### config.mk
export PLATFORM = sky130hd
export DESIGN_NAME = elgamal_byte_cipher
export DESIGN_NICKNAME = d
export VERILOG_FILES = /design/src/rtl/ebc_pkg.sv /design/src/rtl/ebc_mulmod.sv /design/src/rtl/elgamal_byte_cipher.sv
export SDC_FILE = /design/constraint.sdc
export NUM_CORES = 1
export LEC_CHECK = 0
export BUFFER_PORTS_ARGS = -buffer_cell sky130_fd_sc_hd__buf_2
export CORE_MARGIN = 10
export CORE_UTILIZATION = 40
export DETAILED_ROUTE_END_ITERATION = 8
export GPL_ROUTABILITY_DRIVEN = 1
export PLACE_DENSITY = 0.55
export SETUP_SLACK_MARGIN = 0.05
export SLEW_MARGIN = 0
export SYNTH_ARGS = -nofsm -noshare
export SYNTH_HDL_FRONTEND = slang
export SYNTH_SLANG_ARGS = --single-unit
export TNS_END_PERCENT = 30
### constraint.sdc
create_clock -name clk_i -period 4.95 [get_ports clk_i]
set_input_delay 0.7425 -clock clk_i [delete_from_list [all_inputs] [get_ports clk_i]]
set_output_delay 0.7425 -clock clk_i [all_outputs]
set_load 0.01 [all_outputs]
### src/rtl/ebc_pkg.sv
// Shared types, constants and helpers for the ElGamal byte cipher.
// Depends on nothing; imported by every module of the block.
`timescale 1ns / 1ps

package ebc_pkg;

  // Field element over the prime 9871
  localparam int unsigned EW = 14;
  typedef logic [EW-1:0] elem_t;

  localparam elem_t P_MOD     = 14'd9871;
  localparam elem_t P_MINUS_2 = 14'd9869;
  localparam elem_t GEN_G     = 14'd7527;
  localparam elem_t EPH_RESET = 14'd1795;
  localparam elem_t ELEM_ONE  = 14'd1;
  localparam elem_t ELEM_ZERO = 14'd0;

  // Bit counter for multiplier steps and exponent rounds
  localparam logic [3:0] LAST_BIT = 4'd13;

  // Configuration register indexes
  localparam logic [1:0] CFG_MODE = 2'd0;
  localparam logic [1:0] CFG_KEY  = 2'd1;
  localparam logic [1:0] CFG_EPH  = 2'd2;

  // Mode encoding
  localparam logic MODE_ENC = 1'b0;
  localparam logic MODE_DEC = 1'b1;

  // Sequencer states
  typedef enum logic [3:0] {
    ST_IDLE,
    ST_POW_R,
    ST_WAIT_R,
    ST_POW_B,
    ST_WAIT_B,
    ST_POW_END,
    ST_MUL,
    ST_WAIT_M,
    ST_OUT
  } state_e;

  // Which exponentiation is running
  typedef enum logic [1:0] {
    JOB_C1,
    JOB_MASK_ENC,
    JOB_KB,
    JOB_INV
  } job_e;

  // Multiplier request and response
  typedef struct packed {
    logic  start;
    elem_t a;
    elem_t b;
  } mul_req_t;

  typedef struct packed {
    logic  done;
    elem_t prod;
  } mul_rsp_t;

  // One conditional subtraction: valid for any 14-bit value (< 2p)
  function automatic elem_t reduce_once(input elem_t x);
    elem_t r;
    r = (x >= P_MOD) ? (x - P_MOD) : x;
    return r;
  endfunction

endpackage

### src/rtl/ebc_mulmod.sv
// Bit-serial modular multiplier, a*b mod 9871, one bit of b per cycle.
// Depends on ebc_pkg. Operands must already be below the prime.
`timescale 1ns / 1ps

module ebc_mulmod
  import ebc_pkg::*;
(
  input  logic     clk_i,
  input  logic     rst_ni,
  input  mul_req_t req_i,
  output mul_rsp_t rsp_o
);

  elem_t      a_q, b_q, r_q;
  elem_t      r_d;
  logic [3:0] cnt_q;
  logic       busy_q, done_q;

  logic [EW:0] dbl, dbl_red, sum;
  elem_t       addend;

  // r <- 2r + bit*a, each stage reduced below p
  always_comb begin
    dbl     = {r_q, 1'b0};
    dbl_red = (dbl >= {1'b0, P_MOD}) ? (dbl - {1'b0, P_MOD}) : dbl;
    addend  = b_q[EW-1] ? a_q : ELEM_ZERO;
    sum     = dbl_red + {1'b0, addend};
    r_d     = (sum >= {1'b0, P_MOD}) ? elem_t'(sum - {1'b0, P_MOD}) : sum[EW-1:0];
  end

  // Control
  always_ff @(posedge clk_i or negedge rst_ni) begin
    if (!rst_ni) begin
      busy_q <= 1'b0;
      done_q <= 1'b0;
      cnt_q  <= '0;
    end else begin
      done_q <= 1'b0;
      if (req_i.start) begin
        busy_q <= 1'b1;
        cnt_q  <= LAST_BIT;
      end else if (busy_q) begin
        if (cnt_q == '0) begin
          busy_q <= 1'b0;
          done_q <= 1'b1;
        end else begin
          cnt_q <= cnt_q - 4'd1;
        end
      end
    end
  end

  // Datapath, MSB of b first
  always_ff @(posedge clk_i) begin
    if (req_i.start) begin
      a_q <= req_i.a;
      b_q <= req_i.b;
      r_q <= ELEM_ZERO;
    end else if (busy_q) begin
      r_q <= r_d;
      b_q <= {b_q[EW-2:0], 1'b0};
    end
  end

  assign rsp_o.done = done_q;
  assign rsp_o.prod = r_q;

endmodule

### src/rtl/elgamal_byte_cipher.sv
// An item without the first flag runs one 14-step bit-serial multiply. An item with the
// first flag first runs square-and-multiply exponentiations of 14 rounds, two when
// encrypting and one or two when decrypting, each round up to two multiplies. One item
// is in work at a time; the next is taken while a result still waits in the output
// register.
// Reset (rst_ni, async low): mode 0, key 0, exponent 1795, mask 1, c1 hold 0, no error.
`timescale 1ns / 1ps

module elgamal_byte_cipher
  import ebc_pkg::*;
(
  input  logic        clk_i,
  input  logic        rst_ni,
  // Configuration write port
  input  logic        cfg_we_i,
  input  logic [1:0]  cfg_idx_i,
  input  logic [13:0] cfg_wdata_i,
  // Input stream
  input  logic        s_axis_tvalid,
  output logic        s_axis_tready,
  input  logic [31:0] s_axis_tdata,   // [13:0] c1_in, [27:14] value_in, [31:28] zero
  input  logic        s_axis_tuser,   // [0] first
  input  logic        s_axis_tlast,   // last_in
  // Output stream
  output logic        m_axis_tvalid,
  input  logic        m_axis_tready,
  output logic [31:0] m_axis_tdata,   // [13:0] c1_out, [27:14] value_out, [31:28] zero
  output logic        m_axis_tuser,   // [0] no_inverse
  output logic        m_axis_tlast    // last_out
);

  // Configuration
  logic  mode_q;
  elem_t key_q, eph_q;

  // Message state
  elem_t mask_q, c1_hold_q;
  logic  inv_q;

  // Sequencer
  state_e state_q, state_d;
  job_e   job_q, job_d;

  // Exponentiation registers
  elem_t      pr_q, pb_q, pe_q;
  logic [3:0] rnd_q;

  // Item latches
  elem_t val_q;
  logic  last_q;

  // Output register
  logic  out_valid_q, out_noinv_q, out_last_q;
  elem_t out_c1_q, out_val_q;

  mul_req_t mul_req;
  mul_rsp_t mul_rsp;

  logic  in_acc, out_load, pow_load;
  elem_t pow_base, pow_exp, mul_op;
  elem_t res_c1, res_val;
  logic  res_noinv;

  elem_t c1_in, value_in;
  assign c1_in    = s_axis_tdata[13:0];
  assign value_in = s_axis_tdata[27:14];

  assign in_acc = s_axis_tvalid && s_axis_tready;

  ebc_mulmod u_mul (
    .clk_i  (clk_i),
    .rst_ni (rst_ni),
    .req_i  (mul_req),
    .rsp_o  (mul_rsp)
  );

  // Next state
  always_comb begin
    state_d = state_q;
    unique case (state_q)
      ST_IDLE:    if (in_acc) state_d = s_axis_tuser ? ST_POW_R : ST_MUL;
      ST_POW_R:   state_d = pe_q[0] ? ST_WAIT_R : ST_POW_B;
      ST_WAIT_R:  if (mul_rsp.done) state_d = ST_POW_B;
      ST_POW_B:   state_d = ST_WAIT_B;
      ST_WAIT_B: begin
        if (mul_rsp.done) state_d = (rnd_q == LAST_BIT) ? ST_POW_END : ST_POW_R;
      end
      ST_POW_END: begin
        unique case (job_q)
          JOB_C1:       state_d = ST_POW_R;
          JOB_KB:       state_d = (pr_q == ELEM_ZERO) ? ST_MUL : ST_POW_R;
          JOB_MASK_ENC: state_d = ST_MUL;
          JOB_INV:      state_d = ST_MUL;
          default:      state_d = ST_MUL;
        endcase
      end
      ST_MUL:     state_d = ST_WAIT_M;
      ST_WAIT_M:  if (mul_rsp.done) state_d = ST_OUT;
      ST_OUT:     if (!out_valid_q || m_axis_tready) state_d = ST_IDLE;
      default:    state_d = ST_IDLE;
    endcase
  end

  // Sequencer outputs
  always_comb begin
    s_axis_tready = (state_q == ST_IDLE);
    out_load      = (state_q == ST_OUT) && (!out_valid_q || m_axis_tready);

    // element multiply operand: byte when encrypting, reduced c2 when decrypting
    mul_op = (mode_q == MODE_ENC) ? {6'b0, val_q[7:0]} : reduce_once(val_q);

    mul_req = '0;
    unique case (state_q)
      ST_POW_R: begin
        mul_req.start = pe_q[0];
        mul_req.a     = pr_q;
        mul_req.b     = pb_q;
      end
      ST_POW_B: begin
        mul_req.start = 1'b1;
        mul_req.a     = pb_q;
        mul_req.b     = pb_q;
      end
      ST_MUL: begin
        mul_req.start = 1'b1;
        mul_req.a     = mul_op;
        mul_req.b     = mask_q;
      end
      default: mul_req = '0;
    endcase

    // exponentiation set-up
    pow_load = 1'b0;
    pow_base = ELEM_ZERO;
    pow_exp  = ELEM_ZERO;
    job_d    = job_q;
    if (state_q == ST_IDLE && s_axis_tvalid && s_axis_tuser) begin
      pow_load = 1'b1;
      if (mode_q == MODE_ENC) begin
        pow_base = GEN_G;
        pow_exp  = eph_q;
        job_d    = JOB_C1;
      end else begin
        pow_base = reduce_once(c1_in);
        pow_exp  = key_q;
        job_d    = JOB_KB;
      end
    end else if (state_q == ST_POW_END && job_q == JOB_C1) begin
      pow_load = 1'b1;
      pow_base = reduce_once(key_q);
      pow_exp  = eph_q;
      job_d    = JOB_MASK_ENC;
    end else if (state_q == ST_POW_END && job_q == JOB_KB && pr_q != ELEM_ZERO) begin
      pow_load = 1'b1;
      pow_base = pr_q;
      pow_exp  = P_MINUS_2;
      job_d    = JOB_INV;
    end

    // result formatting
    if (mode_q == MODE_ENC) begin
      res_c1    = c1_hold_q;
      res_val   = mul_rsp.prod;
      res_noinv = 1'b0;
    end else begin
      res_c1    = ELEM_ZERO;
      res_val   = inv_q ? ELEM_ZERO : {6'b0, mul_rsp.prod[7:0]};
      res_noinv = inv_q;
    end
  end

  // Control and message state
  always_ff @(posedge clk_i or negedge rst_ni) begin
    if (!rst_ni) begin
      state_q     <= ST_IDLE;
      job_q       <= JOB_C1;
      mode_q      <= MODE_ENC;
      key_q       <= ELEM_ZERO;
      eph_q       <= EPH_RESET;
      mask_q      <= ELEM_ONE;
      c1_hold_q   <= ELEM_ZERO;
      inv_q       <= 1'b0;
      out_valid_q <= 1'b0;
      rnd_q       <= '0;
    end else begin
      state_q <= state_d;
      job_q   <= job_d;

      // configuration writes
      if (cfg_we_i) begin
        unique case (cfg_idx_i)
          CFG_MODE: mode_q <= cfg_wdata_i[0];
          CFG_KEY:  key_q  <= cfg_wdata_i;
          CFG_EPH:  eph_q  <= cfg_wdata_i;
          default:  ;
        endcase
      end

      // decrypt keeps the reduced c1 of the message
      if (in_acc && s_axis_tuser && mode_q == MODE_DEC) c1_hold_q <= reduce_once(c1_in);

      // round counter
      if (pow_load) rnd_q <= '0;
      else if (state_q == ST_WAIT_B && mul_rsp.done) rnd_q <= rnd_q + 4'd1;

      // end of an exponentiation
      if (state_q == ST_POW_END) begin
        unique case (job_q)
          JOB_C1:       c1_hold_q <= pr_q;
          JOB_MASK_ENC: begin
            mask_q <= pr_q;
            inv_q  <= 1'b0;
          end
          JOB_KB: begin
            if (pr_q == ELEM_ZERO) begin
              mask_q <= ELEM_ZERO;
              inv_q  <= 1'b1;
            end
          end
          JOB_INV: begin
            mask_q <= pr_q;
            inv_q  <= 1'b0;
          end
          default: ;
        endcase
      end

      // output valid
      if (out_load) out_valid_q <= 1'b1;
      else if (m_axis_tready) out_valid_q <= 1'b0;
    end
  end

  // Payload registers
  always_ff @(posedge clk_i) begin
    if (in_acc) begin
      val_q  <= value_in;
      last_q <= s_axis_tlast;
    end

    // square-and-multiply, exponent LSB first
    if (pow_load) begin
      pr_q <= ELEM_ONE;
      pb_q <= pow_base;
      pe_q <= pow_exp;
    end else begin
      if (state_q == ST_WAIT_R && mul_rsp.done) pr_q <= mul_rsp.prod;
      if (state_q == ST_WAIT_B && mul_rsp.done) begin
        pb_q <= mul_rsp.prod;
        pe_q <= {1'b0, pe_q[EW-1:1]};
      end
    end

    if (out_load) begin
      out_c1_q    <= res_c1;
      out_val_q   <= res_val;
      out_noinv_q <= res_noinv;
      out_last_q  <= last_q;
    end
  end

  assign m_axis_tvalid = out_valid_q;
  assign m_axis_tdata  = {4'b0, out_val_q, out_c1_q};
  assign m_axis_tuser  = out_noinv_q;
  assign m_axis_tlast  = out_last_q;

endmodule

==> PnR_summary.wiki <==
{| class="wikitable"
! Metric !! Value
|-
| Switch share || 42.5%
|-
| Clock tree from TritonCTS || built
|-
| Clock-pin slew on the worst setup and hold paths || 0.06 ns
|-
| Setup violators final || 0
|-
| First-pass DRT Iterations || 5
|-
| Yosys warns || 0
|-
| Capturing element type of the critical path || flip-flop
|-
| Pwr dens || 749 nW/um^2
|-
| Required time at the endpoint of the critical path || 5.41 ns
|-
| H-Tree Depth || 1
|-
| Crit Path Class || reg2reg
|-
| Worst slew margin || 27.0%
|-
| Drt via density || 5.59
|-
| Number of design-rule violations left by the first detailed-router iteration || 694
|-
| Number of core rows || 61
|-
| Max-cap violations || 0
|-
| Top cell family by delay on the critical path || compound AO/OA/AOI/OAI gates
|-
| Placed Cells || 1556
|-
| Total power || 9.64 mW
|-
| Yosys reg bits || 204
|-
| X dimension of the die || 187 um
|-
| Pin count of the biggest net entering global routing || 44
|-
| Max Fanout on Critical Path || 15
|-
| Total of hold buffers inserted after clock tree synthesis || 0
|-
| Standard cell with the maximum stage delay on the critical path || fa_1
|-
| Starting density of the core || 40.4%
|-
| Final cycle utilization of the critical path || 91.5%
|-
| Aggregate routed wire length || 31100 um
|-
| Number of nets in the layout || 1285
|-
| Most common cell after layout, fill and taps aside || nor2_1
|-
| Max VDD drop || 0.000445 V
|-
| DRC violation count after routing || 0
|-
| Buffer levels on the longest clock path || 3
|-
| Fin worst setup slack || 0.420 ns
|-
| Mean Syn Cell Area || 9.85 um^2
|-
| Post-DP HPWL || 23200 um
|-
| Clock network latency to the later pin of the worst-skew pair || 0.52 ns
|-
| Setup TNS after final layout || 0 ns
|-
| Cell area after synthesis || 11200 um^2
|-
| Sum of overflow across all layers after global routing || 0
|-
| Most used DFF post-synth || edfxtp_1
|-
| Number of antenna violations at the first check in global routing || 0
|-
| Post-CTS Setup Repair Bufs || 0
|-
| Transition at the pin with the smallest max-transition slack || 1.09 ns
|-
| Share of power burned in the clock network || 20.2%
|-
| Layout cells sized above 1 || 16.3%
|-
| Number of sinks on the clock net || 204
|-
| Kind of path behind the tightest hold check || in2async
|-
| Number of antenna-violating nets in the routed design || 0
|-
| Power share of the sequential group || 28.8%
|-
| Fin crit period || 4.53 ns
|-
| Final Wtd Congestion || 0.907
|-
| Net switching component of the power || 4.10 mW
|-
| Number of global-route vias before repair || 8918
|-
| Count of endpoints failing hold in the final timing report || 0
|-
| Number of top-level pins || 91
|-
| Y dimension of the die || 187 um
|-
| Buf+Inv Stages, Crit Path || 1
|-
| Routed length per instance || 19.4 um
|-
| Leakage || 5.15 nW
|-
| First-pass GRT wire length || 49500 um
|-
| Root buffer cell || clkbuf_16
|-
| Core Region || 27600 um^2
|-
| Data arrival, critical path || 4.99 ns
|-
| Share of synthesized area occupied by flip-flops and latches || 49.1%
|-
| Setup repair after global routing missed its margin || no
|-
| Area of the die || 35000 um^2
|-
| Multi-input gate area in the final layout || 5360 um^2
|-
| Max frequency || 221 MHz
|-
| Startpoint type of the worst setup path || flip-flop
|-
| Fin. max-slew vios || 0
|-
| Result of the run || complete, no violations
|-
| Commonest cells after routing, fill and taps aside || nor2_1 (127), nand2_1 (101), edfxtp_1 (101)
|-
| Share of synthesized flip-flops with an asynchronous set or reset || 36.8%
|-
| Count of cell types in the netlist || 78
|-
| Number of fill cells in the layout || 2716
|-
| EDFF count, synth || 101
|-
| IO buf count || 82
|-
| Internal power of the cells || 5.54 mW
|-
| Total CTS buffers || 25
|-
| Area grow syn2layout || 15.4%
|-
| Setup Slack @ Placement || 0.404 ns
|-
| Worst setup skew after layout || 0.0100 ns
|-
| Series of cell instances along the critical path || o31ai_2 > a21oi_1 > nand2b_1 > a21oi_1 > inv_1 > ha_1 > fa_1 > a211oi_4 > o31ai_2 > a2111o_1 > and3_4 > or4_4 > o2111a_2 > a2111o_1 > nand3_1
|-
| Number of cells produced by synthesis || 1133
|-
| Combined global-route utilization of all metal layers || 17.4%
|-
| Number of cells upsized or downsized after cts || 0
|-
| Detailed-route via count || 8957
|-
| Reg area || 5480 um^2
|-
| Non-filler cells in the finished layout || 1602
|-
| ANT cells || 0
|-
| Gate power share || 51.0%
|-
| Largest incremental delay on the critical path || 0.48 ns
|}
## worst reg2reg max path, delay by kind of cell, from the launching register on
family	cells	cell delay, ns
compound gates	8	2.29
fa+ha+maj	2	0.74
buf+inv	1	0.14
flops	1	0.39
simple gates	4	0.91
## logic make-up (layout without fill, tap and decap cells)
group | count (synthesis) | in the layout | share of synthesized area, %
multiplexers | 49 | 49 | 4.71
other | 1 | 4 | 0.0336
buffers and inverters | 88 | 176 | 3.11
flip-flops | 204 | 204 | 49.1
XOR/XNOR | 55 | 55 | 4.32
AND/OR/NAND/NOR | 409 | 409 | 17.6
adder cells (fa/ha/maj) | 25 | 25 | 2.87
AO/OA/AOI/OAI | 302 | 302 | 18.3
## power groups by stage
stage	Combinational [mW]	Sequential, mW	Clock (mW)
2_1_floorplan	3.76	2.59	0
3_3_place_gp	4.80	2.80	0
3_5_place_dp	4.84	2.81	0
4_1_cts	4.88	2.77	1.99
5_1_grt	5.51	2.83	2.06
6_report	4.92	2.78	1.95
## metrics by stage
step / hold WS [ns] / util (%) / cell area (um^2)
final: 0.159 / 46.6 / 12900
after global routing: 0.180 / 46.6 / 12900
after CTS: 0.152 / 46.6 / 12900
after detailed placement: 0.407 / 43.4 / 12000
after global placement: 0.402 / 43.4 / 12000
after floorplan: 0.400 / - / 11200
## path summary, 6_finish.rpt
path	cells past startpoint	from	slack [ns]	end
max	15	u_mul.r_q[3]	0.42	u_mul.r_q[11]
min	1	rst_ni	0.16	c1_hold_q[2]
max reg2reg	15	u_mul.r_q[3]	0.42	u_mul.r_q[11]
min reg2reg	0	last_q	0.42	m_axis_tlast
max in group asynchronous	2	rst_ni	3.82	u_mul.cnt_q[2]
min in group clk_i	1	s_axis_tdata[27]	0.39	val_q[13]
## synth_stat cells (4+ instances only)
cell type | number | area (um^2)
edfxtp_1 | 101 | 3030
dfrtp_1 | 69 | 1730
nand2b_1 | 7 | 43.8
o21ai_1 | 4 | 20.0
ha_1 | 24 | 300
o31ai_1 | 9 | 67.6
o2111ai_1 | 5 | 43.8
nor2_1 | 128 | 480
nor3_1 | 19 | 95.1
nand3b_1 | 7 | 52.6
o211ai_1 | 8 | 60.1
and3_1 | 13 | 81.3
a22oi_1 | 18 | 135
dfstp_2 | 6 | 158
nand4_1 | 14 | 87.6
a22o_1 | 7 | 61.3
a32oi_1 | 7 | 61.3
xnor2_1 | 29 | 254
a21o_1 | 8 | 60.1
clkbuf_1 | 55 | 206
a21oi_1 | 64 | 320
buf_4 | 4 | 30.0
a31oi_1 | 6 | 37.5
mux2i_1 | 21 | 210
nor2b_1 | 24 | 150
or3_1 | 4 | 25.0
mux2_2 | 28 | 315
nand3_1 | 34 | 170
dfxtp_1 | 28 | 561
or2_2 | 6 | 37.5
inv_1 | 24 | 90.1
a221oi_1 | 24 | 210
o21ai_0 | 85 | 425
a211oi_1 | 10 | 75.1
nor4_1 | 8 | 50.1
a211o_1 | 5 | 43.8
nor3b_1 | 4 | 30.0
xor2_1 | 26 | 228
nand2_1 | 101 | 379
o21a_1 | 4 | 30.0
and2_1 | 29 | 181
## routing by layer
layer	track usage [%]	share of wire (%)	vias up
met5	0	0	-
met4	5.96	3.1	0
met3	2.35	3.8	55
met2	29.8	49	217
met1	22.0	44	4367
li1	-	-	4318
## area by class of cell
| type | instances | share of cell area [%] |
|---|---|---|
| well taps | 378 | 3.67 |
| clock buffers | 35 | 5.38 |
| repair buffers | 105 | 4.55 |
| flip-flops and latches | 204 | 42.6 |
| clock inverters | 11 | 1.45 |
| multi-input cells | 844 | 41.7 |
| inverters | 25 | 0.729 |
## state kept, by name, indices dropped and copies added (netlist names), 4 cells and up
name / cells
c1_hold_q: 14
eph_q: 14
key_q: 14
mask_q: 14
out_c1_q: 14
out_val_q: 14
pb_q: 14
pe_q: 14
pr_q: 14
rnd_q: 4
state_q: 4
u_mul.a_q: 14
u_mul.b_q: 14
u_mul.cnt_q: 4
u_mul.r_q: 14
val_q: 14
Power figures use the tool's default switching activity.
